[config.mk]
export PLATFORM = sky130hd
export DESIGN_NAME = nbt_tag_stream_parser
export DESIGN_NICKNAME = d
export VERILOG_FILES = /design/src/rtl/core/nbt_pkg.sv /design/src/rtl/core/nbt_tag_stream_parser.sv /design/src/rtl/core/nbt_rsp_queue.sv
export VERILOG_INCLUDE_DIRS = /design/src /design/src/rtl/core
export SDC_FILE = /design/constraint.sdc
export NUM_CORES = 2
export LEC_CHECK = 0
export ABC_CLOCK_PERIOD_IN_PS = 17650
export BUFFER_PORTS_ARGS = -buffer_cell sky130_fd_sc_hd__buf_2
export CELL_PAD_IN_SITES_DETAIL_PLACEMENT = 2
export CELL_PAD_IN_SITES_GLOBAL_PLACEMENT = 2
export CORE_MARGIN = 2
export CORE_UTILIZATION = 45
export CTS_BUF_LIST = sky130_fd_sc_hd__clkbuf_8
export CTS_CLUSTER_DIAMETER = 100
export DETAILED_ROUTE_END_ITERATION = 12
export PLACE_DENSITY_LB_ADDON = 0.1
export REMOVE_ABC_BUFFERS = 1
export SLEW_MARGIN = 20
export SYNTH_ARGS = -nofsm -noshare
export SYNTH_HDL_FRONTEND = slang
export SYNTH_SLANG_ARGS = --single-unit
[constraint.sdc]
create_clock -name clock -period 17.65 [get_ports clock]
set_input_delay 1.765 -clock clock [delete_from_list [all_inputs] [get_ports clock]]
set_output_delay 1.765 -clock clock [all_outputs]
set_load 0.005 [all_outputs]
[src/rtl/core/assert_macros.svh]
// Assertion macros shared by the parser RTL.
`ifndef ASSERT_MACROS_SVH
`define ASSERT_MACROS_SVH

// Property must hold at every clock edge outside reset.
`define ASSERT_PROP(label, clk, rst, prop, msg) \
   label: assert property (@(posedge clk) disable iff (rst) (prop)) else $error(msg);

// Condition must never be seen outside reset.
`define ASSERT_NEVER(label, clk, rst, cond, msg) \
   label: assert property (@(posedge clk) disable iff (rst) !(cond)) else $error(msg);

`endif

[src/rtl/core/nbt_pkg.sv]
// Shared types, codes and helpers for the NBT tag stream parser.
package nbt_pkg;

   localparam int STACK_DEPTH_DEF = 16;
   localparam int OFFSET_BITS_DEF = 32;
   localparam int QDEPTH          = 4;
   localparam int RSP_TDATA_W     = 80;

   // parse phases
   localparam logic [3:0] PH_TYPE      = 4'd0;
   localparam logic [3:0] PH_NAME_HI   = 4'd1;
   localparam logic [3:0] PH_NAME_LO   = 4'd2;
   localparam logic [3:0] PH_NAME_SKIP = 4'd3;
   localparam logic [3:0] PH_FIXED     = 4'd4;
   localparam logic [3:0] PH_LEN       = 4'd5;
   localparam logic [3:0] PH_LIST_TYPE = 4'd6;
   localparam logic [3:0] PH_DATA      = 4'd7;

   // event codes
   localparam logic [2:0] EV_RECORD    = 3'd0;
   localparam logic [2:0] EV_OK        = 3'd1;
   localparam logic [2:0] EV_TRUNC     = 3'd2;
   localparam logic [2:0] EV_UNKNOWN   = 3'd3;
   localparam logic [2:0] EV_STRAY_END = 3'd4;
   localparam logic [2:0] EV_OVERFLOW  = 3'd5;
   localparam logic [2:0] EV_UNCLOSED  = 3'd6;

   // NBT type numbers
   localparam logic [3:0] TY_END      = 4'd0;
   localparam logic [3:0] TY_BYTES    = 4'd7;
   localparam logic [3:0] TY_STRING   = 4'd8;
   localparam logic [3:0] TY_LIST     = 4'd9;
   localparam logic [3:0] TY_COMPOUND = 4'd10;

   // payload classes
   localparam logic [2:0] PK_FIXED = 3'd0;
   localparam logic [2:0] PK_LEN   = 3'd1;
   localparam logic [2:0] PK_LIST  = 3'd2;
   localparam logic [2:0] PK_COMP  = 3'd3;
   localparam logic [2:0] PK_BAD   = 3'd4;

   typedef struct packed {
      logic        is_list_item;
      logic [4:0]  nest_depth;
      logic [30:0] element_count;
      logic [31:0] payload_offset;
      logic [3:0]  nbt_type;
      logic [2:0]  event_res;
   } nbt_res_type;

   typedef struct packed {
      logic [1:0]  cnt;
      nbt_res_type a;
      nbt_res_type b;
   } nbt_push_type;

   typedef struct packed {
      nbt_res_type res;
      logic        last;
   } nbt_qent_type;

   function automatic logic [3:0] fixed_size(input logic [3:0] t);
      case (t)
         4'd1:    fixed_size = 4'd1;
         4'd2:    fixed_size = 4'd2;
         4'd3:    fixed_size = 4'd4;
         4'd4:    fixed_size = 4'd8;
         4'd5:    fixed_size = 4'd4;
         4'd6:    fixed_size = 4'd8;
         default: fixed_size = 4'd0;
      endcase
   endfunction

   function automatic logic [2:0] payload_kind(input logic [3:0] t);
      case (t) inside
         [4'd1:4'd6]:         payload_kind = PK_FIXED;
         TY_BYTES, TY_STRING: payload_kind = PK_LEN;
         TY_LIST:             payload_kind = PK_LIST;
         TY_COMPOUND:         payload_kind = PK_COMP;
         default:             payload_kind = PK_BAD;
      endcase
   endfunction

   function automatic nbt_res_type mk_event(input logic [2:0] code);
      mk_event           = '0;
      mk_event.event_res = code;
   endfunction

endpackage

[src/rtl/core/nbt_tag_stream_parser.sv]
// Top level of the NBT tag stream parser: frame stack memory and byte sequencer.
//
// Input channel req_*: one stream byte per beat in req_tdata[7:0]; req_tlast
// marks the final byte of a stream. Result channel rsp_*: one result per beat
// (tag record, verdict or error); rsp_tlast marks the last result of a byte.
// A byte yields zero, one or two results.
//
// A byte passes through three steps: accept with the stack top read, settle on the
// registered top entry, and the byte step. Each exhausted list popped before a type
// byte repeats the settle step (one read per pop), a compound list element pushed
// there adds a push step (single write port), an error found while settling ends
// the byte without a byte step, and bytes after an error take only the accept step.
// Results enter the queue at the end of the last step of a byte.
//
// A four-entry result queue parts the channels; a new byte is taken while up
// to two results still wait. When the queue holds more than two results,
// req_tready drops until no more than two are left.
// Reset clears the parser state and the queue; the frame memory is not
// cleared, only entries below the frame count are ever read. After the last
// byte of a stream the parser starts over on its own.
`include "assert_macros.svh"

module nbt_tag_stream_parser import nbt_pkg::*; #(
   parameter int STACK_DEPTH = STACK_DEPTH_DEF,
   parameter int OFFSET_BITS = OFFSET_BITS_DEF
) (
   input  logic                   clock,
   input  logic                   reset,
   input  logic                   req_tvalid,
   output logic                   req_tready,
   // data_byte[7:0]
   input  logic [7:0]             req_tdata,
   input  logic                   req_tlast,
   output logic                   rsp_tvalid,
   input  logic                   rsp_tready,
   // event_res[2:0], nbt_type[6:3], payload_offset[38:7], element_count[69:39],
   // nest_depth[74:70], is_list_item[75], zero fill
   output logic [RSP_TDATA_W-1:0] rsp_tdata,
   output logic                   rsp_tlast
);

   localparam int CW = $clog2(STACK_DEPTH + 1);
   localparam int AW = (STACK_DEPTH > 1) ? $clog2(STACK_DEPTH) : 1;
   localparam int OB = OFFSET_BITS;

   localparam logic [1:0] S_IN   = 2'd0;
   localparam logic [1:0] S_SET  = 2'd1;
   localparam logic [1:0] S_PUSH = 2'd2;
   localparam logic [1:0] S_TAKE = 2'd3;

   logic [1:0]    state_ff, state_in;
   logic [7:0]    byte_ff, byte_in;
   logic          last_ff, last_in;
   logic [CW-1:0] fc_ff, fc_in;
   logic [3:0]    phase_ff, phase_in;
   logic [31:0]   skip_ff, skip_in;
   logic [31:0]   lacc_ff, lacc_in;
   logic [3:0]    ct_ff, ct_in;
   logic [3:0]    plt_ff, plt_in;
   logic [OB-1:0] off_ff, off_in;
   logic          failed_ff, failed_in;
   logic          top_list_ff, top_list_in;
   nbt_res_type   held_ff, held_in;
   logic          held_v_ff, held_v_in;

   // frame entry: list flag [35], element type [34:31], elements left [30:0]
   logic [35:0]   frame_mem [STACK_DEPTH];
   logic [35:0]   rd_data_ff;
   logic [AW-1:0] rd_addr, wr_addr;
   logic          wr_en;
   logic [35:0]   wr_data;

   logic          accept, top_list, do_open, rec_v, evt_v, fin;
   logic [OB-1:0] off_nx, open_off;
   logic          cur_item;
   logic [31:0]   skip_dec, lacc_new;
   nbt_res_type   rec, evt;
   nbt_push_type  push;

   logic          q_full_hint;
   logic [2:0]    q_used_ff, q_used_in;

   assign accept   = req_tvalid && req_tready;
   assign top_list = (fc_ff != '0) && rd_data_ff[35];
   assign off_nx   = off_ff + OB'(1);
   assign skip_dec = skip_ff - 32'd1;

   always_comb begin
      state_in    = state_ff;
      byte_in     = byte_ff;
      last_in     = last_ff;
      fc_in       = fc_ff;
      phase_in    = phase_ff;
      skip_in     = skip_ff;
      lacc_in     = lacc_ff;
      ct_in       = ct_ff;
      plt_in      = plt_ff;
      off_in      = off_ff;
      failed_in   = failed_ff;
      top_list_in = top_list_ff;
      held_in     = held_ff;
      held_v_in   = held_v_ff;
      rd_addr     = AW'(fc_ff - CW'(1));
      wr_en       = 1'b0;
      wr_addr     = AW'(fc_ff);
      wr_data     = '0;
      do_open     = 1'b0;
      open_off    = off_nx;
      cur_item    = top_list_ff;
      rec_v       = 1'b0;
      rec         = '0;
      evt_v       = 1'b0;
      evt         = '0;
      lacc_new    = lacc_ff;
      push        = '0;

      case (state_ff)
         S_IN: begin
            if (accept) begin
               byte_in   = req_tdata;
               last_in   = req_tlast;
               held_v_in = 1'b0;
               if (failed_ff) begin
                  // dead stream: count bytes, restart on the last one
                  if (req_tlast) begin
                     fc_in     = '0;
                     phase_in  = PH_TYPE;
                     skip_in   = '0;
                     lacc_in   = '0;
                     ct_in     = '0;
                     plt_in    = '0;
                     off_in    = '0;
                     failed_in = 1'b0;
                  end else begin
                     off_in = off_nx;
                  end
               end else begin
                  state_in = S_SET;
               end
            end
         end
         S_SET: begin
            state_in = S_TAKE;
            if (phase_ff == PH_TYPE && top_list) begin
               if (rd_data_ff[30:0] == 31'd0) begin
                  // exhausted list: pop and read the next frame down
                  fc_in    = fc_ff - CW'(1);
                  rd_addr  = AW'(fc_ff - CW'(2));
                  state_in = S_SET;
               end else begin
                  wr_en       = 1'b1;
                  wr_addr     = AW'(fc_ff - CW'(1));
                  wr_data     = {rd_data_ff[35:31], rd_data_ff[30:0] - 31'd1};
                  top_list_in = 1'b1;
                  if (rd_data_ff[34:31] == TY_END) begin
                     failed_in = 1'b1;
                     evt_v     = 1'b1;
                     evt       = mk_event(EV_STRAY_END);
                  end else begin
                     ct_in    = rd_data_ff[34:31];
                     do_open  = 1'b1;
                     open_off = off_ff;
                     cur_item = 1'b1;
                  end
               end
            end else begin
               top_list_in = top_list;
            end
         end
         S_PUSH: begin
            wr_en       = 1'b1;
            wr_addr     = AW'(fc_ff);
            wr_data     = '0;
            fc_in       = fc_ff + CW'(1);
            top_list_in = 1'b0;
            state_in    = S_TAKE;
         end
         default: begin
            case (phase_ff)
               PH_TYPE: begin
                  if (byte_ff == 8'd0) begin
                     if (fc_ff == '0) begin
                        failed_in = 1'b1;
                        evt_v     = 1'b1;
                        evt       = mk_event(EV_STRAY_END);
                     end else begin
                        fc_in = fc_ff - CW'(1);
                     end
                  end else if (byte_ff > 8'd10) begin
                     failed_in = 1'b1;
                     evt_v     = 1'b1;
                     evt       = mk_event(EV_UNKNOWN);
                  end else begin
                     ct_in    = byte_ff[3:0];
                     phase_in = PH_NAME_HI;
                  end
               end
               PH_NAME_HI: begin
                  lacc_in  = {16'd0, byte_ff, 8'd0};
                  phase_in = PH_NAME_LO;
               end
               PH_NAME_LO: begin
                  lacc_new = lacc_ff | {24'd0, byte_ff};
                  lacc_in  = lacc_new;
                  if (lacc_new == 32'd0) begin
                     do_open = 1'b1;
                  end else begin
                     skip_in  = lacc_new;
                     phase_in = PH_NAME_SKIP;
                  end
               end
               PH_NAME_SKIP: begin
                  skip_in = skip_dec;
                  if (skip_dec == 32'd0) begin
                     do_open = 1'b1;
                  end
               end
               PH_FIXED: begin
                  skip_in = skip_dec;
                  if (skip_dec == 32'd0) begin
                     rec_v = 1'b1;
                     rec   = '{is_list_item: top_list_ff, nest_depth: 5'(fc_ff),
                               element_count: 31'd1,
                               payload_offset: 32'(off_nx - OB'(fixed_size(ct_ff))),
                               nbt_type: ct_ff, event_res: EV_RECORD};
                     phase_in = PH_TYPE;
                  end
               end
               PH_LEN: begin
                  lacc_new = {lacc_ff[23:0], byte_ff};
                  lacc_in  = lacc_new;
                  skip_in  = skip_dec;
                  if (skip_dec == 32'd0) begin
                     if (ct_ff == TY_LIST) begin
                        if (lacc_new[31]) begin
                           failed_in = 1'b1;
                           evt_v     = 1'b1;
                           evt       = mk_event(EV_TRUNC);
                        end else if (fc_ff >= CW'(STACK_DEPTH)) begin
                           failed_in = 1'b1;
                           evt_v     = 1'b1;
                           evt       = mk_event(EV_OVERFLOW);
                        end else begin
                           rec_v = 1'b1;
                           rec   = '{is_list_item: top_list_ff, nest_depth: 5'(fc_ff),
                                     element_count: lacc_new[30:0],
                                     payload_offset: 32'(off_nx),
                                     nbt_type: ct_ff, event_res: EV_RECORD};
                           wr_en    = 1'b1;
                           wr_addr  = AW'(fc_ff);
                           wr_data  = {1'b1, plt_ff, lacc_new[30:0]};
                           fc_in    = fc_ff + CW'(1);
                           phase_in = PH_TYPE;
                        end
                     end else if (ct_ff == TY_BYTES && lacc_new[31]) begin
                        failed_in = 1'b1;
                        evt_v     = 1'b1;
                        evt       = mk_event(EV_TRUNC);
                     end else if (lacc_new == 32'd0) begin
                        rec_v = 1'b1;
                        rec   = '{is_list_item: top_list_ff, nest_depth: 5'(fc_ff),
                                  element_count: 31'd0, payload_offset: 32'(off_nx),
                                  nbt_type: ct_ff, event_res: EV_RECORD};
                        phase_in = PH_TYPE;
                     end else begin
                        skip_in  = lacc_new;
                        phase_in = PH_DATA;
                     end
                  end
               end
               PH_LIST_TYPE: begin
                  plt_in   = (byte_ff > 8'd15) ? 4'd15 : byte_ff[3:0];
                  phase_in = PH_LEN;
                  skip_in  = 32'd4;
                  lacc_in  = '0;
               end
               PH_DATA: begin
                  skip_in = skip_dec;
                  if (skip_dec == 32'd0) begin
                     rec_v = 1'b1;
                     rec   = '{is_list_item: top_list_ff, nest_depth: 5'(fc_ff),
                               element_count: lacc_ff[30:0],
                               payload_offset: 32'(off_nx - OB'(lacc_ff)),
                               nbt_type: ct_ff, event_res: EV_RECORD};
                     phase_in = PH_TYPE;
                  end
               end
               default: phase_in = PH_TYPE;
            endcase
         end
      endcase

      // payload start, shared by the settle and byte steps
      if (do_open) begin
         case (payload_kind(ct_in))
            PK_FIXED: begin
               phase_in = PH_FIXED;
               skip_in  = 32'(fixed_size(ct_in));
            end
            PK_LEN: begin
               phase_in = PH_LEN;
               skip_in  = (ct_in == TY_BYTES) ? 32'd4 : 32'd2;
               lacc_in  = '0;
            end
            PK_LIST: phase_in = PH_LIST_TYPE;
            PK_COMP: begin
               if (fc_ff >= CW'(STACK_DEPTH)) begin
                  failed_in = 1'b1;
                  evt_v     = 1'b1;
                  evt       = mk_event(EV_OVERFLOW);
               end else begin
                  rec_v = 1'b1;
                  rec   = '{is_list_item: cur_item, nest_depth: 5'(fc_ff),
                            element_count: 31'd0, payload_offset: 32'(open_off),
                            nbt_type: ct_in, event_res: EV_RECORD};
                  phase_in = PH_TYPE;
                  if (state_ff == S_SET) begin
                     // write port busy with the list count update
                     state_in = S_PUSH;
                  end else begin
                     wr_en       = 1'b1;
                     wr_addr     = AW'(fc_ff);
                     wr_data     = '0;
                     fc_in       = fc_ff + CW'(1);
                  end
               end
            end
            default: begin
               failed_in = 1'b1;
               evt_v     = 1'b1;
               evt       = mk_event(EV_UNKNOWN);
            end
         endcase
      end

      fin = (state_ff == S_TAKE) || (state_ff == S_SET && failed_in);

      if (fin) begin
         if (!failed_in && last_ff) begin
            evt_v = 1'b1;
            if (phase_in != PH_TYPE) begin
               evt = mk_event(EV_TRUNC);
            end else if (fc_in != '0) begin
               evt = mk_event(EV_UNCLOSED);
            end else begin
               evt = mk_event(EV_OK);
            end
         end
         if (held_v_ff) begin
            push.a   = held_ff;
            push.cnt = 2'd1;
         end
         if (rec_v) begin
            if (push.cnt == 2'd0) push.a = rec;
            else                  push.b = rec;
            push.cnt = push.cnt + 2'd1;
         end
         if (evt_v) begin
            if (push.cnt == 2'd0) push.a = evt;
            else                  push.b = evt;
            push.cnt = push.cnt + 2'd1;
         end
         held_v_in = 1'b0;
         state_in  = S_IN;
         if (last_ff) begin
            fc_in     = '0;
            phase_in  = PH_TYPE;
            skip_in   = '0;
            lacc_in   = '0;
            ct_in     = '0;
            plt_in    = '0;
            off_in    = '0;
            failed_in = 1'b0;
         end else begin
            off_in = off_nx;
         end
      end else if (rec_v) begin
         held_in   = rec;
         held_v_in = 1'b1;
      end
   end

   always_ff @(posedge clock) begin
      if (wr_en) begin
         frame_mem[wr_addr] <= wr_data;
      end
      rd_data_ff <= frame_mem[rd_addr];
   end

   always_ff @(posedge clock) begin
      byte_ff <= byte_in;
      last_ff <= last_in;
      held_ff <= held_in;
   end

   always_ff @(posedge clock) begin
      if (reset) begin
         state_ff    <= S_IN;
         fc_ff       <= '0;
         phase_ff    <= PH_TYPE;
         skip_ff     <= '0;
         lacc_ff     <= '0;
         ct_ff       <= '0;
         plt_ff      <= '0;
         off_ff      <= '0;
         failed_ff   <= 1'b0;
         top_list_ff <= 1'b0;
         held_v_ff   <= 1'b0;
      end else begin
         state_ff    <= state_in;
         fc_ff       <= fc_in;
         phase_ff    <= phase_in;
         skip_ff     <= skip_in;
         lacc_ff     <= lacc_in;
         ct_ff       <= ct_in;
         plt_ff      <= plt_in;
         off_ff      <= off_in;
         failed_ff   <= failed_in;
         top_list_ff <= top_list_in;
         held_v_ff   <= held_v_in;
      end
   end

   // ready needs room for the two results a byte can make
   assign req_tready = (state_ff == S_IN) && !(rsp_tvalid && q_full_hint);

   assign q_used_in   = q_used_ff + 3'(push.cnt) - 3'(rsp_tvalid && rsp_tready);
   assign q_full_hint = (q_used_ff > 3'd2);

   always_ff @(posedge clock) begin
      if (reset) q_used_ff <= '0;
      else       q_used_ff <= q_used_in;
   end

   nbt_rsp_queue u_rsp_queue (
      .clock      (clock),
      .reset      (reset),
      .push       (push),
      .rsp_tvalid (rsp_tvalid),
      .rsp_tready (rsp_tready),
      .rsp_tdata  (rsp_tdata),
      .rsp_tlast  (rsp_tlast)
   );

   `ASSERT_NEVER(a_fc_bound, clock, reset, fc_ff > CW'(STACK_DEPTH),
      "frame count past stack depth")
   `ASSERT_PROP(a_push_from_set, clock, reset,
      (state_ff == S_PUSH) |-> ($past(state_ff) == S_SET), "stray compound push cycle")
   `ASSERT_PROP(a_accept_runs, clock, reset,
      (accept && !failed_ff) |=> (state_ff == S_SET), "accepted byte not processed")

endmodule

[src/rtl/core/nbt_rsp_queue.sv]
// Four-entry result queue; takes up to two results of one byte per cycle.
`include "assert_macros.svh"

module nbt_rsp_queue import nbt_pkg::*; (
   input  logic                   clock,
   input  logic                   reset,
   input  nbt_push_type           push,
   output logic                   rsp_tvalid,
   input  logic                   rsp_tready,
   // event_res[2:0], nbt_type[6:3], payload_offset[38:7], element_count[69:39],
   // nest_depth[74:70], is_list_item[75], zero fill
   output logic [RSP_TDATA_W-1:0] rsp_tdata,
   output logic                   rsp_tlast
);

   nbt_qent_type q_ff [QDEPTH];
   logic [1:0]   wr_ptr_ff, wr_ptr_in, rd_ptr_ff, rd_ptr_in;
   logic [2:0]   cnt_ff, cnt_in;
   logic         pop;

   assign pop        = rsp_tvalid && rsp_tready;
   assign rsp_tvalid = (cnt_ff != 3'd0);
   assign rsp_tdata  = RSP_TDATA_W'(q_ff[rd_ptr_ff].res);
   assign rsp_tlast  = q_ff[rd_ptr_ff].last;

   assign wr_ptr_in = wr_ptr_ff + push.cnt;
   assign rd_ptr_in = rd_ptr_ff + 2'(pop);
   assign cnt_in    = cnt_ff + 3'(push.cnt) - 3'(pop);

   always_ff @(posedge clock) begin
      if (push.cnt != 2'd0) begin
         q_ff[wr_ptr_ff] <= '{res: push.a, last: (push.cnt == 2'd1)};
      end
      if (push.cnt == 2'd2) begin
         q_ff[wr_ptr_ff + 2'd1] <= '{res: push.b, last: 1'b1};
      end
   end

   always_ff @(posedge clock) begin
      if (reset) begin
         wr_ptr_ff <= '0;
         rd_ptr_ff <= '0;
         cnt_ff    <= '0;
      end else begin
         wr_ptr_ff <= wr_ptr_in;
         rd_ptr_ff <= rd_ptr_in;
         cnt_ff    <= cnt_in;
      end
   end

   `ASSERT_NEVER(a_q_count, clock, reset, cnt_ff > 3'(QDEPTH), "result queue count too high")
   `ASSERT_NEVER(a_q_fit, clock, reset, (4'(cnt_ff) + 4'(push.cnt)) > 4'(QDEPTH),
      "result queue overrun")
   `ASSERT_PROP(a_q_pop, clock, reset,
      (pop && push.cnt == 2'd0) |=> (cnt_ff == $past(cnt_ff) - 3'd1), "queue pop lost")

endmodule

-- Yosys cells after proc, flatten, opt, wreduce, memory -nomap -nowiden
Memory sizes are Yosys's and may differ from the RTL's. A register that Yosys moved wholly into a read port is not among the register bits.
Index checks and enable logic that the tools add are counted.
- register bits: 213
- memory bits (writable): 884
- input bits: 13
- output and inout bits: 83
- word-level logic and storage cells: 397
- memories kept: 2
- $add $sub $neg: 17
- order comparisons: 6
- equality and inequality tests: 34
- mux-type cells: 260
- bitwise operators: 2
- reductions and logical operators: 53
- memories (name ; words ; bits a word ; read ports ; clocked after memory_dff ; write ports ; RTL line ; source):
    frame_mem ; 16 ; 36 ; 1 ; 1 ; 1 ; nbt_tag_stream_parser.sv:67 ; logic [35:0] frame_mem [STACK_DEPTH];
    u_rsp_queue.q_ff ; 4 ; 77 ; 1 ; 1 ; 2 ; nbt_rsp_queue.sv:16 ; nbt_qent_type q_ff [QDEPTH];
- operators with widths (cell ; number):
    76-bit 2-to-1 mux ; 22
    32-bit 2-to-1 mux ; 28
    154-bit 2-to-1 mux ; 4
    76-bit one-hot mux with 2 select lines ; 3
    36-bit 2-to-1 mux ; 11
    32-bit one-hot mux with 4 select lines ; 2
    76-bit one-hot mux with 3 select lines ; 1
    32-bit one-hot mux with 2 select lines ; 3
    4-bit 2-to-1 mux ; 47
    32-bit zero test ; 3
    5-bit 2-to-1 mux ; 17
    78-bit 2-to-1 mux ; 1
    77-bit 2-to-1 mux ; 1
    1-bit 2-to-1 mux ; 72
    36-bit one-hot mux with 2 select lines ; 1
    4-bit by 3-bit equality test with 1-bit output (second input constant) ; 12
    4-bit one-hot mux with 4 select lines ; 3
    3-bit 2-to-1 mux ; 15
    32-bit by 1-bit adder with 32-bit output (second input constant) ; 1
    32-bit by 8-bit OR with 32-bit output ; 1
    32-bit by 1-bit subtractor with 32-bit output (second input constant) ; 1
    32-bit subtractor ; 1
    32-bit by 4-bit subtractor with 32-bit output ; 1
    31-bit zero test ; 1
    48 further kinds ; 120

-- Longest topological paths before layout
- depth in word-level cells: 31
- gate-level depth with buffers: 25
- gate-level depth less buffers: 21

-- Modules after synthesis
Synthesis repeated with hierarchy kept, for this count alone.
- cell total of the unflattened synthesis: 5027
- area total of the unflattened synthesis: 56600.5 sq um
- modules (own cells, without submodules) (module ; instances ; cells an instance ; area an instance (sq um)):
    nbt_tag_stream_parser ; 1 ; 4183 ; 42020.3
    nbt_rsp_queue ; 1 ; 844 ; 14580.2

-- Worst setup path after synthesis
No wires, ideal clock.
- path kind: input to register
- from: input req_tvalid
- to: memory u_rsp_queue.q_ff[3][10] (netlist name) (enable)
- arrival: 6984 ps
- data required time: 17213 ps
- slack: 10230 ps
- stages: 17
- cells stage by stage: nor4bb_1 -> o211ai_1 -> a31oi_1 -> nand2_1 -> a221o_1 -> buf_2 -> or4_4 -> nor2_4 -> nor2_2 -> ha_1 -> clkbuf_1 -> nand2_1 -> a21o_1 -> a21oi_2 -> nand2_1 -> buf_1 -> nand2_1
- RTL lines (what ; RTL line ; source):
    start, declared ; nbt_tag_stream_parser.sv:29 ; input logic req_tvalid,
    end, declared ; nbt_rsp_queue.sv:16 ;

==> impl_metrics.toml <==
[global_routing]
grt_max_degree = 93
grt_usage = 0.339
gr-total-overflow = 0
antenna_found_initial = 7
grt_use_met3 = 0.0530
grt-busiest-layer = "met2"
grt_pass1_vias = 46800
grtUsageMet1 = 0.436
grt_pass1_wl_um = 327000
grtUsageMet2 = 0.571

[route]
finalWirelength_um = 222000
wl_per_cell_um = 33.6
final_antenna_net_count = 0
first_iter_violations = 4383
drc = 0
vias = 44100
vias_per_cell = 6.69
drtPass1Iterations = 5

[finish]
fill_cells = 12100
regArea_um2 = 32300
final_nets = 4863
area_growth_pct = 10.7
multi_input_area_um2 = 23400
drive_above_1_share = 0.179
final_common_cell = "edfxtp_1"
layout_common_cells = "edfxtp_1 (962), nand2_1 (462), nor2_1 (283), mux4_2 (221), clkbuf_8 (203)"
final_cells = 6598

[timing]
skew_ns = 0.0720
holdWs_ns = 0.490
setup-violations-final = 0
setup_tns_ns = 0
rsz0062_at_grt = "no"
worstMarginPinSlew_ns = 1.22
fin_crit_ns = 9.12
final-max-slew-violation-count = 0
hold_viol_final = 0
period_share = 0.517
slew_headroom = 0.179
fmax_mhz = 110

[synth]
synth_top_family_by_area = "compound AO/OA/AOI/OAI gates"
synth_seq_cells = 1130
ys.flop_type = "edfxtp_1"
syn_avg_cell_area_um2 = 12.2
yosysWarnings = 0
ys_types = 118
syn_area_um2 = 57300
synthAdderAreaFrac = 0.0145
synth_xor_area_frac = 0.0240
muxShareOfSynthArea = 0.0950
synth_compound_area_frac = 0.150
synth-edff-count = 962
synth_simple_gate_area_frac = 0.118
seq_area_frac_synth = 0.563
syn_inst = 4716
ys_async_sr_fraction = 0

[power]
combPwrFrac = 0.223
p_leak_nw = 21.0
p_sw_w = 0.00224
peakVddDrop_uv = 111
pwr-share-seq = 0.449
clkPwrFrac = 0.328
sw_frac_of_total = 0.322
power.internal_w = 0.00472
p_per_area_nw_per_um2 = 110

[cts]
clockBufferDepth = 3
post_cts_resized = 0
clk_latency_ns = 1.01
hold_buffers = 0
cts_root_buffer = "clkbuf_8"
clkSinkCount = 1130
h-tree-depth = 4
tritoncts = "yes"
cts_setup_buffers = 0
clk_pin_slew_ns = 0.06
numCtsBuffers = 191

[setup_path]
critPathLaunchType = "flop"
r2r_cells = 17
end_kind = "flop"
worstSetupPathType = "flop to flop"
cp_max_fo = 52
worstReg2RegEnd = "u_rsp_queue.q_ff[2][43]$_DFFE_PP_"
rrSetupSlack_ns = 8.53
r2r-start = "fc_ff[0]$_SDFF_PP0_"
cp.required_ns = 18.22
cp.arrival_ns = 9.70
startpoint = "fc_ff[0]$_SDFF_PP0_"

[hold_path]
hp-start = "u_rsp_queue.q_ff[1][0]$_SDFFE_PP1N_"
min_path_type = "flop to flop"
holdPathEnd = "u_rsp_queue.q_ff[1][0]$_SDFFE_PP1N_"
worstHoldPathCells = 2

[die]
fp.dieW_um = 361
initial_utilization = 0.455
die-area_um2 = 130000
core_area_um2 = 126000
die_y_um = 361
rows = 130
io_pins = 96

[placed_design]
port_buffers = 91
place_congestion = 0.924
place_hpwl_um = 142000
dp_cells = 6243

[run_status]
status = "finished, final reports clean"

[job]
maxCapViolCount = 0
kinds of logic (layout without fill, tap and decap cells):
family                     Yosys count  in the layout
buffers and inverters              493            717
DFF                               1130           1130
xor gates and xnor gates           157            157
other                                1              9
and+or+nand+nor                   1376           1376
muxes                              267            267
adders and majority gates           64             64
AOI/OAI and AO/OA                 1228           1228
critical path: stages, from the launching register on:
cell      delay, ns
dfxtp_1        0.74
clkinv_1       0.47
ha_1           0.47
or4b_2         0.35
nand4_1        0.29
nor3_2         0.94
a221oi_2       0.37
or4_4          0.76
nor2_4         0.48
nor2_2         0.23
ha_1           0.34
inv_1          0.24
nand2_1        0.18
a21o_1         0.27
a21oi_2        0.58
nand2_2        0.51
nand2_4        0.54
buf_4          0.76
worst max path at each step:
stage / depth (start not counted) / end / slack, ns
finish: 17 / u_rsp_queue.q_ff[2][43]$_DFFE_PP_ / 8.53
global route: 17 / u_rsp_queue.q_ff[1][41]$_DFFE_PP_ / 8.15
CTS: 16 / u_rsp_queue.q_ff[2][43]$_DFFE_PP_ / 8.60
detailed placement: 16 / u_rsp_queue.q_ff[2][43]$_DFFE_PP_ / 8.68
global placement: 16 / u_rsp_queue.q_ff[1][46]$_DFFE_PP_ / 9.05
floorplan: 11 / rd_data_ff[0]$_DFF_P_ / 0.93
cell usage after synthesis, drive strengths merged, types with 110 or more instances:
library cell  count  share of area
a21oi           188          0.017
buf             110          0.010
clkbuf          254          0.017
dfxtp           168          0.059
edfxtp          962           0.50
inv             124         0.0081
mux4            221          0.087
nand2           472          0.031
nor2            307          0.020
nor3            116          0.010
o21ai           255          0.022
o22ai           210          0.027
power groups by stage:
stage,logic [W],clock network [W],registers [W]
floorplan,0.00123,0,0.00315
global placement,0.00150,0,0.00316
detailed placement,0.00155,0,0.00317
CTS,0.00157,0.00233,0.00312
global route,0.00166,0.00242,0.00313
finish,0.00156,0.00228,0.00312
stage by stage:
| step | power, W | util | worst slack [ns] | cell area, um2 |
|---|---|---|---|---|
| after floorplan | 0.00438 | - | 0.932 | 55800 |
| final | 0.00696 | 0.503 | 8.53 | 63400 |
| after global routing | 0.00721 | 0.503 | 8.15 | 63400 |
| after global placement | 0.00465 | 0.474 | 9.05 | 59800 |
| after CTS | 0.00702 | 0.503 | 8.60 | 63400 |
| after detailed placement | 0.00472 | 0.474 | 8.68 | 59800 |
state kept, by name (all words and copies together) (netlist names), 2 cells and up:
signal and cells:
frame_mem 576, u_rsp_queue.q_ff 308, held_ff 73, rd_data_ff 36, lacc_ff 32, off_ff 32, skip_ff 32, byte_ff 8
fc_ff 5, ct_ff 4, phase_ff 4, plt_ff 4, q_used_ff 3, u_rsp_queue.cnt_ff 3, state_ff 2, u_rsp_queue.rd_ptr_ff 2
u_rsp_queue.wr_ptr_ff 2
area by class of cell:
class	instances	share of cell area
timing repair buffer	238	0.0248
inverter	129	0.00764
clock inverter	147	0.0124
tap	1650	0.0326
multi-input combinational	3096	0.370
clock buffer	203	0.0441
sequential	1130	0.509
antenna	5	0.000197
routing by layer:
metal  share of wire  routed length (um)
met2            0.50              110000
met1            0.40               88800
met4           0.041                9180
met5         0.00010                  23
met3           0.063               13900
Note: power is estimated with default switching activity, not from simulation.
